### config.mk
export PLATFORM = sky130hd
export DESIGN_NAME = adpcm_sound_group_decoder
export DESIGN_NICKNAME = d
export VERILOG_FILES = /design/src/rtl/core/asgd_pkg.sv /design/src/rtl/core/asgd_ram.sv /design/src/rtl/core/asgd_pred.sv /design/src/rtl/core/adpcm_sound_group_decoder.sv
export SDC_FILE = /design/constraint.sdc
export NUM_CORES = 2
export LEC_CHECK = 0
export BUFFER_PORTS_ARGS = -buffer_cell sky130_fd_sc_hd__buf_2
export CAP_MARGIN = 0
export CORE_MARGIN = 4
export CORE_UTILIZATION = 58
export DETAILED_ROUTE_END_ITERATION = 10
export PLACE_DENSITY_LB_ADDON = 0.05
export SYNTH_ARGS = -nofsm -noshare
export SYNTH_HDL_FRONTEND = slang
export SYNTH_SLANG_ARGS = --single-unit
export TNS_END_PERCENT = 1
### constraint.sdc
create_clock -name clk_i -period 6.45 [get_ports clk_i]
set_input_delay 1.29 -clock clk_i [delete_from_list [all_inputs] [get_ports clk_i]]
set_output_delay 1.29 -clock clk_i [all_outputs]
set_load 0.03 [all_outputs]
### src/rtl/core/asgd_pkg.sv
`timescale 1ns / 1ps
// ----------------------------------------------------------------------------
// asgd_pkg
// Shared constants and types for the ADPCM sound group decoder.
// ----------------------------------------------------------------------------
package asgd_pkg;

  localparam int unsigned GroupBytes  = 128;
  localparam int unsigned GroupAw     = 7;
  localparam int unsigned ByteW       = 8;
  localparam int unsigned SampleW     = 16;
  localparam int unsigned UnitSamples = 28;
  localparam int unsigned PredW       = 19;

  // Request commands
  localparam logic CmdLoad   = 1'b0;
  localparam logic CmdDecode = 1'b1;

  // Configuration register indexes
  localparam logic RegLevelA = 1'b0;
  localparam logic RegStereo = 1'b1;

  // Filter coefficients, scaled by 256
  localparam logic signed [10:0] CoefK0 [4] = '{11'sd0, 11'sd240, 11'sd460, 11'sd392};
  localparam logic signed [10:0] CoefK1 [4] = '{11'sd0, 11'sd0, -11'sd208, -11'sd220};

  // Predictor control from the sequencer
  typedef struct packed {
    logic       en;
    logic [1:0] filt;
  } pred_ctl_t;

endpackage

### src/rtl/core/asgd_ram.sv
`timescale 1ns / 1ps
// ----------------------------------------------------------------------------
// asgd_ram
// Generic single-clock RAM, one write port and one registered read port.
// ----------------------------------------------------------------------------
module asgd_ram #(
  parameter int unsigned Width = 8,
  parameter int unsigned Depth = 128
) (
  input  logic                     clk_i,
  input  logic                     we_i,
  input  logic [$clog2(Depth)-1:0] waddr_i,
  input  logic [Width-1:0]         wdata_i,
  input  logic                     re_i,
  input  logic [$clog2(Depth)-1:0] raddr_i,
  output logic [Width-1:0]         rdata_o
);

  logic [Width-1:0] mem_q [Depth];
  logic [Width-1:0] rdata_q;

  always_ff @(posedge clk_i) begin
    if (we_i) begin
      mem_q[waddr_i] <= wdata_i;
    end
    if (re_i) begin
      rdata_q <= mem_q[raddr_i];
    end
  end

  assign rdata_o = rdata_q;

endmodule

### src/rtl/core/asgd_pred.sv
`timescale 1ns / 1ps
// ----------------------------------------------------------------------------
// asgd_pred
// Second-order predictor: registered products, then sum and divide by 256
// rounding toward zero.
// ----------------------------------------------------------------------------
module asgd_pred (
  input  logic                                 clk_i,
  input  asgd_pkg::pred_ctl_t                  ctl_i,
  input  logic signed [asgd_pkg::SampleW-1:0]  p1_i,
  input  logic signed [asgd_pkg::SampleW-1:0]  p2_i,
  output logic signed [asgd_pkg::PredW-1:0]    pred_o
);

  logic signed [26:0] prod0_q, prod0_d;
  logic signed [26:0] prod1_q, prod1_d;
  logic signed [26:0] sum;
  logic signed [26:0] biased;

  assign prod0_d = p1_i * asgd_pkg::CoefK0[ctl_i.filt];
  assign prod1_d = p2_i * asgd_pkg::CoefK1[ctl_i.filt];

  always_ff @(posedge clk_i) begin
    if (ctl_i.en) begin
      prod0_q <= prod0_d;
      prod1_q <= prod1_d;
    end
  end

  // bias negative sums so the arithmetic shift truncates toward zero
  assign sum    = prod0_q + prod1_q;
  assign biased = sum + {19'd0, {8{sum[26]}}};
  assign pred_o = biased[26:8];

endmodule

### src/rtl/core/adpcm_sound_group_decoder.sv
`timescale 1ns / 1ps
// ----------------------------------------------------------------------------
// adpcm_sound_group_decoder
// Loads a 128-byte sound group and decodes it unit by unit into PCM samples.
// ----------------------------------------------------------------------------
// A load request (cmd 0) writes one group byte into the group RAM. A decode
// request (cmd 1) on a full group reads the unit header, then runs 28
// samples through the RAM read / predictor multiply / sum and saturate
// loop; the loop waits while a result held in the output register is not
// taken. The sample recursion through the channel history bounds the loop.
// Requests are taken only while no unit is being decoded; a result may
// still wait in the output register when the next request is accepted.
module adpcm_sound_group_decoder (
  input  logic        clk_i,
  input  logic        rst_ni,
  input  logic        cfg_we_i,
  input  logic        cfg_idx_i,
  input  logic        cfg_data_i,
  input  logic        in_valid_i,
  output logic        in_ready_o,
  input  logic        cmd_i,
  input  logic [7:0]  data_byte_i,
  output logic        out_valid_o,
  input  logic        out_ready_i,
  output logic signed [15:0] sample_o,
  output logic        to_right_o,
  output logic        unit_last_o,
  output logic        group_last_o
);

  localparam logic [1:0] StIdle = 2'd0;
  localparam logic [1:0] StHdr  = 2'd1;
  localparam logic [1:0] StMul  = 2'd2;
  localparam logic [1:0] StSum  = 2'd3;

  localparam logic [4:0] LastSample = 5'(asgd_pkg::UnitSamples - 1);

  logic [1:0] state_q, state_d;
  logic       level_a_q, stereo_q;
  logic [7:0] bytes_loaded_q, bytes_loaded_d;
  logic [2:0] next_unit_q, next_unit_d;
  logic [4:0] sample_cnt_q, sample_cnt_d;
  logic [3:0] shift_q, shift_d;
  logic [1:0] filt_q, filt_d;
  logic signed [7:0]  data_q, data_d;
  logic signed [15:0] left_p1_q, left_p2_q, right_p1_q, right_p2_q;
  logic signed [15:0] sample_q;
  logic       out_valid_q, to_right_q, unit_last_q, group_last_q;

  logic       in_acc, out_acc;
  logic       do_load, do_start, do_drop;
  logic       group_full, unit_ok, last_unit, is_right;
  logic       emit, advance, last_sample;
  logic       ram_re;
  logic [6:0] ram_raddr, hdr_addr, data_addr;
  logic [4:0] rd_sample;
  logic [1:0] data_off;
  logic [7:0] ram_rdata;
  logic [3:0] expo, rng;
  logic signed [15:0] p1, p2;
  logic signed [18:0] pred;
  logic signed [22:0] scaled, total;
  logic signed [15:0] sat_val;
  asgd_pkg::pred_ctl_t pred_ctl;

  assign in_ready_o = (state_q == StIdle);
  assign in_acc     = in_valid_i && in_ready_o;
  assign out_acc    = out_valid_q && out_ready_i;

  assign group_full = bytes_loaded_q[7];
  assign unit_ok    = !(level_a_q && next_unit_q[2]);
  assign last_unit  = level_a_q ? (next_unit_q == 3'd3) : (next_unit_q == 3'd7);
  assign is_right   = stereo_q && next_unit_q[0];

  assign do_load  = in_acc && (cmd_i == asgd_pkg::CmdLoad) && !group_full;
  assign do_start = in_acc && (cmd_i == asgd_pkg::CmdDecode) && group_full && unit_ok;
  assign do_drop  = in_acc && (cmd_i == asgd_pkg::CmdDecode) && group_full && !unit_ok;

  assign last_sample = (sample_cnt_q == LastSample);
  assign emit        = (state_q == StSum) && (!out_valid_q || out_ready_i);
  assign advance     = emit && !last_sample;

  // group RAM addressing
  assign hdr_addr  = level_a_q ? {4'd0, next_unit_q} : 7'd4 + {4'd0, next_unit_q};
  assign rd_sample = (state_q == StSum) ? sample_cnt_q + 5'd1 : sample_cnt_q;
  assign data_off  = level_a_q ? next_unit_q[1:0] : next_unit_q[2:1];
  assign data_addr = 7'd16 + {rd_sample, 2'b00} + {5'd0, data_off};
  assign ram_raddr = (state_q == StIdle) ? hdr_addr : data_addr;
  assign ram_re    = do_start || (state_q == StHdr) || advance;

  asgd_ram #(
    .Width(asgd_pkg::ByteW),
    .Depth(asgd_pkg::GroupBytes)
  ) u_group_ram (
    .clk_i  (clk_i),
    .we_i   (do_load),
    .waddr_i(bytes_loaded_q[asgd_pkg::GroupAw-1:0]),
    .wdata_i(data_byte_i),
    .re_i   (ram_re),
    .raddr_i(ram_raddr),
    .rdata_o(ram_rdata)
  );

  assign p1 = is_right ? right_p1_q : left_p1_q;
  assign p2 = is_right ? right_p2_q : left_p2_q;

  assign pred_ctl.en   = (state_q == StMul);
  assign pred_ctl.filt = filt_q;

  asgd_pred u_pred (
    .clk_i (clk_i),
    .ctl_i (pred_ctl),
    .p1_i  (p1),
    .p2_i  (p2),
    .pred_o(pred)
  );

  // header decode: clamp range to the exponent, gain is 2 << (expo - range)
  assign expo    = level_a_q ? 4'd8 : 4'd12;
  assign rng     = (ram_rdata[3:0] > expo) ? expo : ram_rdata[3:0];
  assign shift_d = (state_q == StHdr) ? expo - rng + 4'd1 : shift_q;
  assign filt_d  = (state_q == StHdr) ? ram_rdata[5:4] : filt_q;

  always_comb begin
    data_d = data_q;
    if (state_q == StMul) begin
      if (level_a_q) begin
        data_d = ram_rdata;
      end else if (next_unit_q[0]) begin
        data_d = {{4{ram_rdata[7]}}, ram_rdata[7:4]};
      end else begin
        data_d = {{4{ram_rdata[3]}}, ram_rdata[3:0]};
      end
    end
  end

  assign scaled = {{15{data_q[7]}}, data_q} <<< shift_q;
  assign total  = scaled + {{4{pred[18]}}, pred};

  always_comb begin
    if (total > 23'sd32767) begin
      sat_val = 16'sh7fff;
    end else if (total < -23'sd32768) begin
      sat_val = -16'sh8000;
    end else begin
      sat_val = total[15:0];
    end
  end

  always_comb begin
    state_d        = state_q;
    bytes_loaded_d = bytes_loaded_q;
    next_unit_d    = next_unit_q;
    sample_cnt_d   = sample_cnt_q;
    unique case (state_q)
      StIdle: begin
        if (do_load) begin
          bytes_loaded_d = bytes_loaded_q + 8'd1;
        end
        if (do_drop) begin
          bytes_loaded_d = 8'd0;
          next_unit_d    = 3'd0;
        end
        if (do_start) begin
          sample_cnt_d = 5'd0;
          state_d      = StHdr;
        end
      end
      StHdr: state_d = StMul;
      StMul: state_d = StSum;
      StSum: begin
        if (emit) begin
          if (last_sample) begin
            state_d = StIdle;
            if (last_unit) begin
              next_unit_d    = 3'd0;
              bytes_loaded_d = 8'd0;
            end else begin
              next_unit_d = next_unit_q + 3'd1;
            end
          end else begin
            sample_cnt_d = sample_cnt_q + 5'd1;
            state_d      = StMul;
          end
        end
      end
      default: state_d = StIdle;
    endcase
  end

  always_ff @(posedge clk_i or negedge rst_ni) begin
    if (!rst_ni) begin
      state_q        <= StIdle;
      level_a_q      <= 1'b0;
      stereo_q       <= 1'b0;
      bytes_loaded_q <= 8'd0;
      next_unit_q    <= 3'd0;
      sample_cnt_q   <= 5'd0;
      left_p1_q      <= '0;
      left_p2_q      <= '0;
      right_p1_q     <= '0;
      right_p2_q     <= '0;
      out_valid_q    <= 1'b0;
    end else begin
      state_q        <= state_d;
      bytes_loaded_q <= bytes_loaded_d;
      next_unit_q    <= next_unit_d;
      sample_cnt_q   <= sample_cnt_d;
      if (cfg_we_i) begin
        if (cfg_idx_i == asgd_pkg::RegLevelA) begin
          level_a_q <= cfg_data_i;
        end
        if (cfg_idx_i == asgd_pkg::RegStereo) begin
          stereo_q <= cfg_data_i;
        end
      end
      // shift the channel history on every produced sample
      if (emit) begin
        if (is_right) begin
          right_p2_q <= right_p1_q;
          right_p1_q <= sat_val;
        end else begin
          left_p2_q <= left_p1_q;
          left_p1_q <= sat_val;
        end
      end
      if (emit) begin
        out_valid_q <= 1'b1;
      end else if (out_acc) begin
        out_valid_q <= 1'b0;
      end
    end
  end

  always_ff @(posedge clk_i) begin
    shift_q <= shift_d;
    filt_q  <= filt_d;
    data_q  <= data_d;
    if (emit) begin
      sample_q     <= sat_val;
      to_right_q   <= is_right;
      unit_last_q  <= last_sample;
      group_last_q <= last_sample && last_unit;
    end
  end

  assign out_valid_o  = out_valid_q;
  assign sample_o     = sample_q;
  assign to_right_o   = to_right_q;
  assign unit_last_o  = unit_last_q;
  assign group_last_o = group_last_q;

`ifndef NO_ASSERTIONS
  a_group_last_in_unit: assert property (@(posedge clk_i) disable iff (!rst_ni)
    out_valid_o && group_last_o |-> unit_last_o)
    else $error("group_last without unit_last");

  a_loaded_bound: assert property (@(posedge clk_i) disable iff (!rst_ni)
    bytes_loaded_q <= 8'd128)
    else $error("byte count above group size");

  a_decode_full: assert property (@(posedge clk_i) disable iff (!rst_ni)
    state_q != StIdle |-> group_full && unit_ok)
    else $error("decode running on a partial group or bad unit");

  a_sample_bound: assert property (@(posedge clk_i) disable iff (!rst_ni)
    sample_cnt_q <= LastSample)
    else $error("sample index past end of unit");
`endif

endmodule
==> summary.txt <==
status = complete, no violations
Mapped Area = 0.0584 sq mm
fin crit share = 0.959
Die H = 325 um
most frequent cells in the layout = 1115 x edfxtp_1, 393 x nand2_1, 259 x mux4_2, 248 x nor2_1, 239 x inv_1
die area = 0.106 sq mm
Slew @ Worst Pin = 1.27 ns
Initial Utilization = 0.584
Final Util = 0.650
Worst EP required = 6.90 ns
via density per instance = 6.28
Core ar. = 0.100 sq mm
max-cap viol count = 0
Arrival @ worst endpoint = 6.63 ns
r2r worst-path depth = 23
Place WS = 0.00549 ns
drt pass-1 iters = 5
IO Count = 37
Power Density = 247 mW/mm^2
GPL Wtd Cong = 0.922
final WL = 141000 um
CTS hold repair buffers = 0
final hold vios = 0
syn_nets = 4281
Hold Path Stages = 2
via count = 34.0k
Fin Setup TNS = 0 ns
Num Clock Sinks = 1200
Ys Warns = 0
ys async rst share = 0.0708
gr usage total = 0.268
number of synthesized flops with an enable pin = 1115
Crit. End Element = register
RSZ-0062 raised after global routing = yes
setup slack after layout = 0.264 ns
minimum clock period = 6.19 ns
highest ir drop seen on vdd = 0.244 mV
CTS tree = done
first-pass GRT wire length = 216000 um
clock latency at the later pin of the worst-skew pair = 0.70 ns
H-tree levels = 3
Final HPWL DP = 93400 um
Initial DRC Count = 3272
Relative slew margins = 0.151
Fill cells = 7101
most common cell after layout, fill and taps aside = edfxtp_1
fin cells = 5410
GR Overflow Total = 0
Post-DRT Antenna Nets = 0
final setup violation count = 0
Final nets = 4387
critical path class = reg2reg
clock-pin slew on the worst setup and hold paths = 0.06 ns
Layout area overhead = 11.2%
vias in the first global route = 34.7k
Buffers on Ports = 36
drt drc = 0
Die X = 325 um
site row count = 116
gate count of the mapped netlist = 3904
initial antenna violation count = 1
placed cells = 5181
Worst Hold Class = reg2reg
Yosys reg bits = 1200
largest net degree at the start of global routing = 129
WL/cell = 26.1 um
mean post-synth cell area = 15.0 sq um
clock skew = 0.0185 ns
CTS Buf Count = 119
share of cells above drive strength 1 = 0.174
CTS Root Cell = clkbuf_16
critical path peak fanout = 12
synth unique cells = 86
Pleak = 23.9 nW
clk buf depth = 3
Critical Path Start Type = register
Post-Layout Inst Area = 0.0650 sq mm
fmax = 162 MHz
Area after DPL = 0.0608 sq mm
Primary FF master, synth = edfxtp_1
Slew Viols, Final = 0
register area share after synthesis = 0.609
## metrics by stage
stage | total power, mW | hold WS, ns
after floorplan | 9.01 | 0.440
after global placement | 9.35 | 0.457
after detailed placement | 9.38 | 0.466
after CTS | 16.1 | 0.481
after global routing | 16.5 | 0.512
final | 16.0 | 0.477
## critical path: stages, from the launching register on
cell and delay, ns:
dfrtp_1 0.38, nand2_1 0.19, buf_6 0.24, mux2i_2 0.30
nor2b_1 0.11, fa_1 0.54, inv_1 0.05, fa_1 0.49
fa_1 0.50, fa_1 0.49, inv_1 0.04, ha_1 0.27
ha_1 0.35, a21o_1 0.13, a21oi_1 0.09, o21bai_1 0.19
a21oi_2 0.10, o21bai_1 0.12, a21oi_1 0.10, o311a_1 0.39
a2111oi_1 0.50, nor2_1 0.10, a21oi_1 0.17, xor2_1 0.08
## path summary, 6_finish.rpt
kind                                 from                  to  slack (ns)
max                        next_unit_q[0]  u_pred.prod0_q[25]        0.26
min                         left_p2_q[12]       left_p2_q[12]        0.48
max reg2reg                next_unit_q[0]  u_pred.prod0_q[25]        0.26
min reg2reg                 left_p2_q[12]       left_p2_q[12]        0.48
max in group asynchronous          rst_ni      right_p1_q[12]        4.91
min in group asynchronous          rst_ni       right_p2_q[2]        0.82
## synth_stat cells, types with 9 or more instances
cell         n  area (sq um)
a311oi_1    33           289
and2_1      83           519
mux2i_1     45           450
buf_1       24          90.1
o21ai_1     15          75.1
o31ai_1     17           128
buf_2       23           115
a21o_1      15           113
a211o_1      9          78.8
nor2b_1     97           607
mux2_2      12           135
xor2_1      22           193
a21oi_1     96           480
clkbuf_1   127           477
or2_2        9          56.3
edfxtp_1  1115         33500
nor2_1     252           946
xnor2_1     68           596
o21ai_0     57           285
a31o_2      12           105
or3_1       11          68.8
o21a_1      11          82.6
nor3_1      39           195
inv_1      239           897
fa_1       153          3060
o211ai_2    20           250
ha_1       208          2600
o21bai_1    10          75.1
nand3_1     41           205
mux4_2     259          5830
nand2_1    399          1500
o211ai_1    17           128
nand2b_1    24           150
a211oi_1    92           691
dfrtp_1     85          2130
nand4_1     13          81.3
and3_1      15          93.8
a31oi_1     49           307
## registers in the layout, indices dropped and copies added (netlist names), 2 cells and up
name	cells
u_pred.prod0_q	25
left_p1_q	16
right_p1_q	16
u_pred.prod1_q	25
bytes_loaded_q	8
filt_q	2
sample_cnt_q	5
left_p2_q	16
state_q	2
sample_o	16
data_q	8
u_group_ram.rdata_o	8
right_p2_q	16
shift_q	4
u_group_ram.mem_q	1024
next_unit_q	3
## timing repair
item | 4_1_cts | 5_1_grt
endpoints found under the setup margin | 20 | 57
cloned | 0 | 3
gates resized for setup | 1 | 52
buffers inserted | 0 | 3
pin swaps | 0 | 11
## report_power, final
part           switching [mW]  total, mW  internal (mW)
registers              0.0476       8.60           8.55
clock network            2.93       6.82           3.88
logic                   0.489      0.621          0.132
total                    3.47       16.0           12.6
## layout make-up
type,count,area [sq um],share of cell area
Timing Repair Buffer,166,1490,0.0229
Inverter,243,915,0.0141
Clock buffer,148,3130,0.0482
Tap cell,1298,1620,0.0250
Antenna cell,1,2.50,0.0000385
Multi-Input combinational cell,2280,21500,0.331
Clock inverter,74,704,0.0108
Sequential cell,1200,35600,0.548
## logic make-up after synthesis
kind of cell	count (synthesis)	synth area share
adders and majority gates	362	0.0971
AOI/OAI and AO/OA	503	0.0619
xor gates and xnor gates	91	0.0138
DFF	1200	0.609
buffers and inverters	424	0.0284
muxes	316	0.110
and+or+nand+nor	1008	0.0795
## layer usage
layer  GRT usage  share of wire  vias to the layer above  wire length, um
met5           0              0                        -                0
met4      0.0705          0.026                        0             3670
met3      0.0474          0.075                      206            10600
met2       0.429           0.48                     1291            68000
met1       0.389           0.42                    17549            58700
li1            -              -                    14922                -
Note: power is estimated with default switching activity, not from simulation.
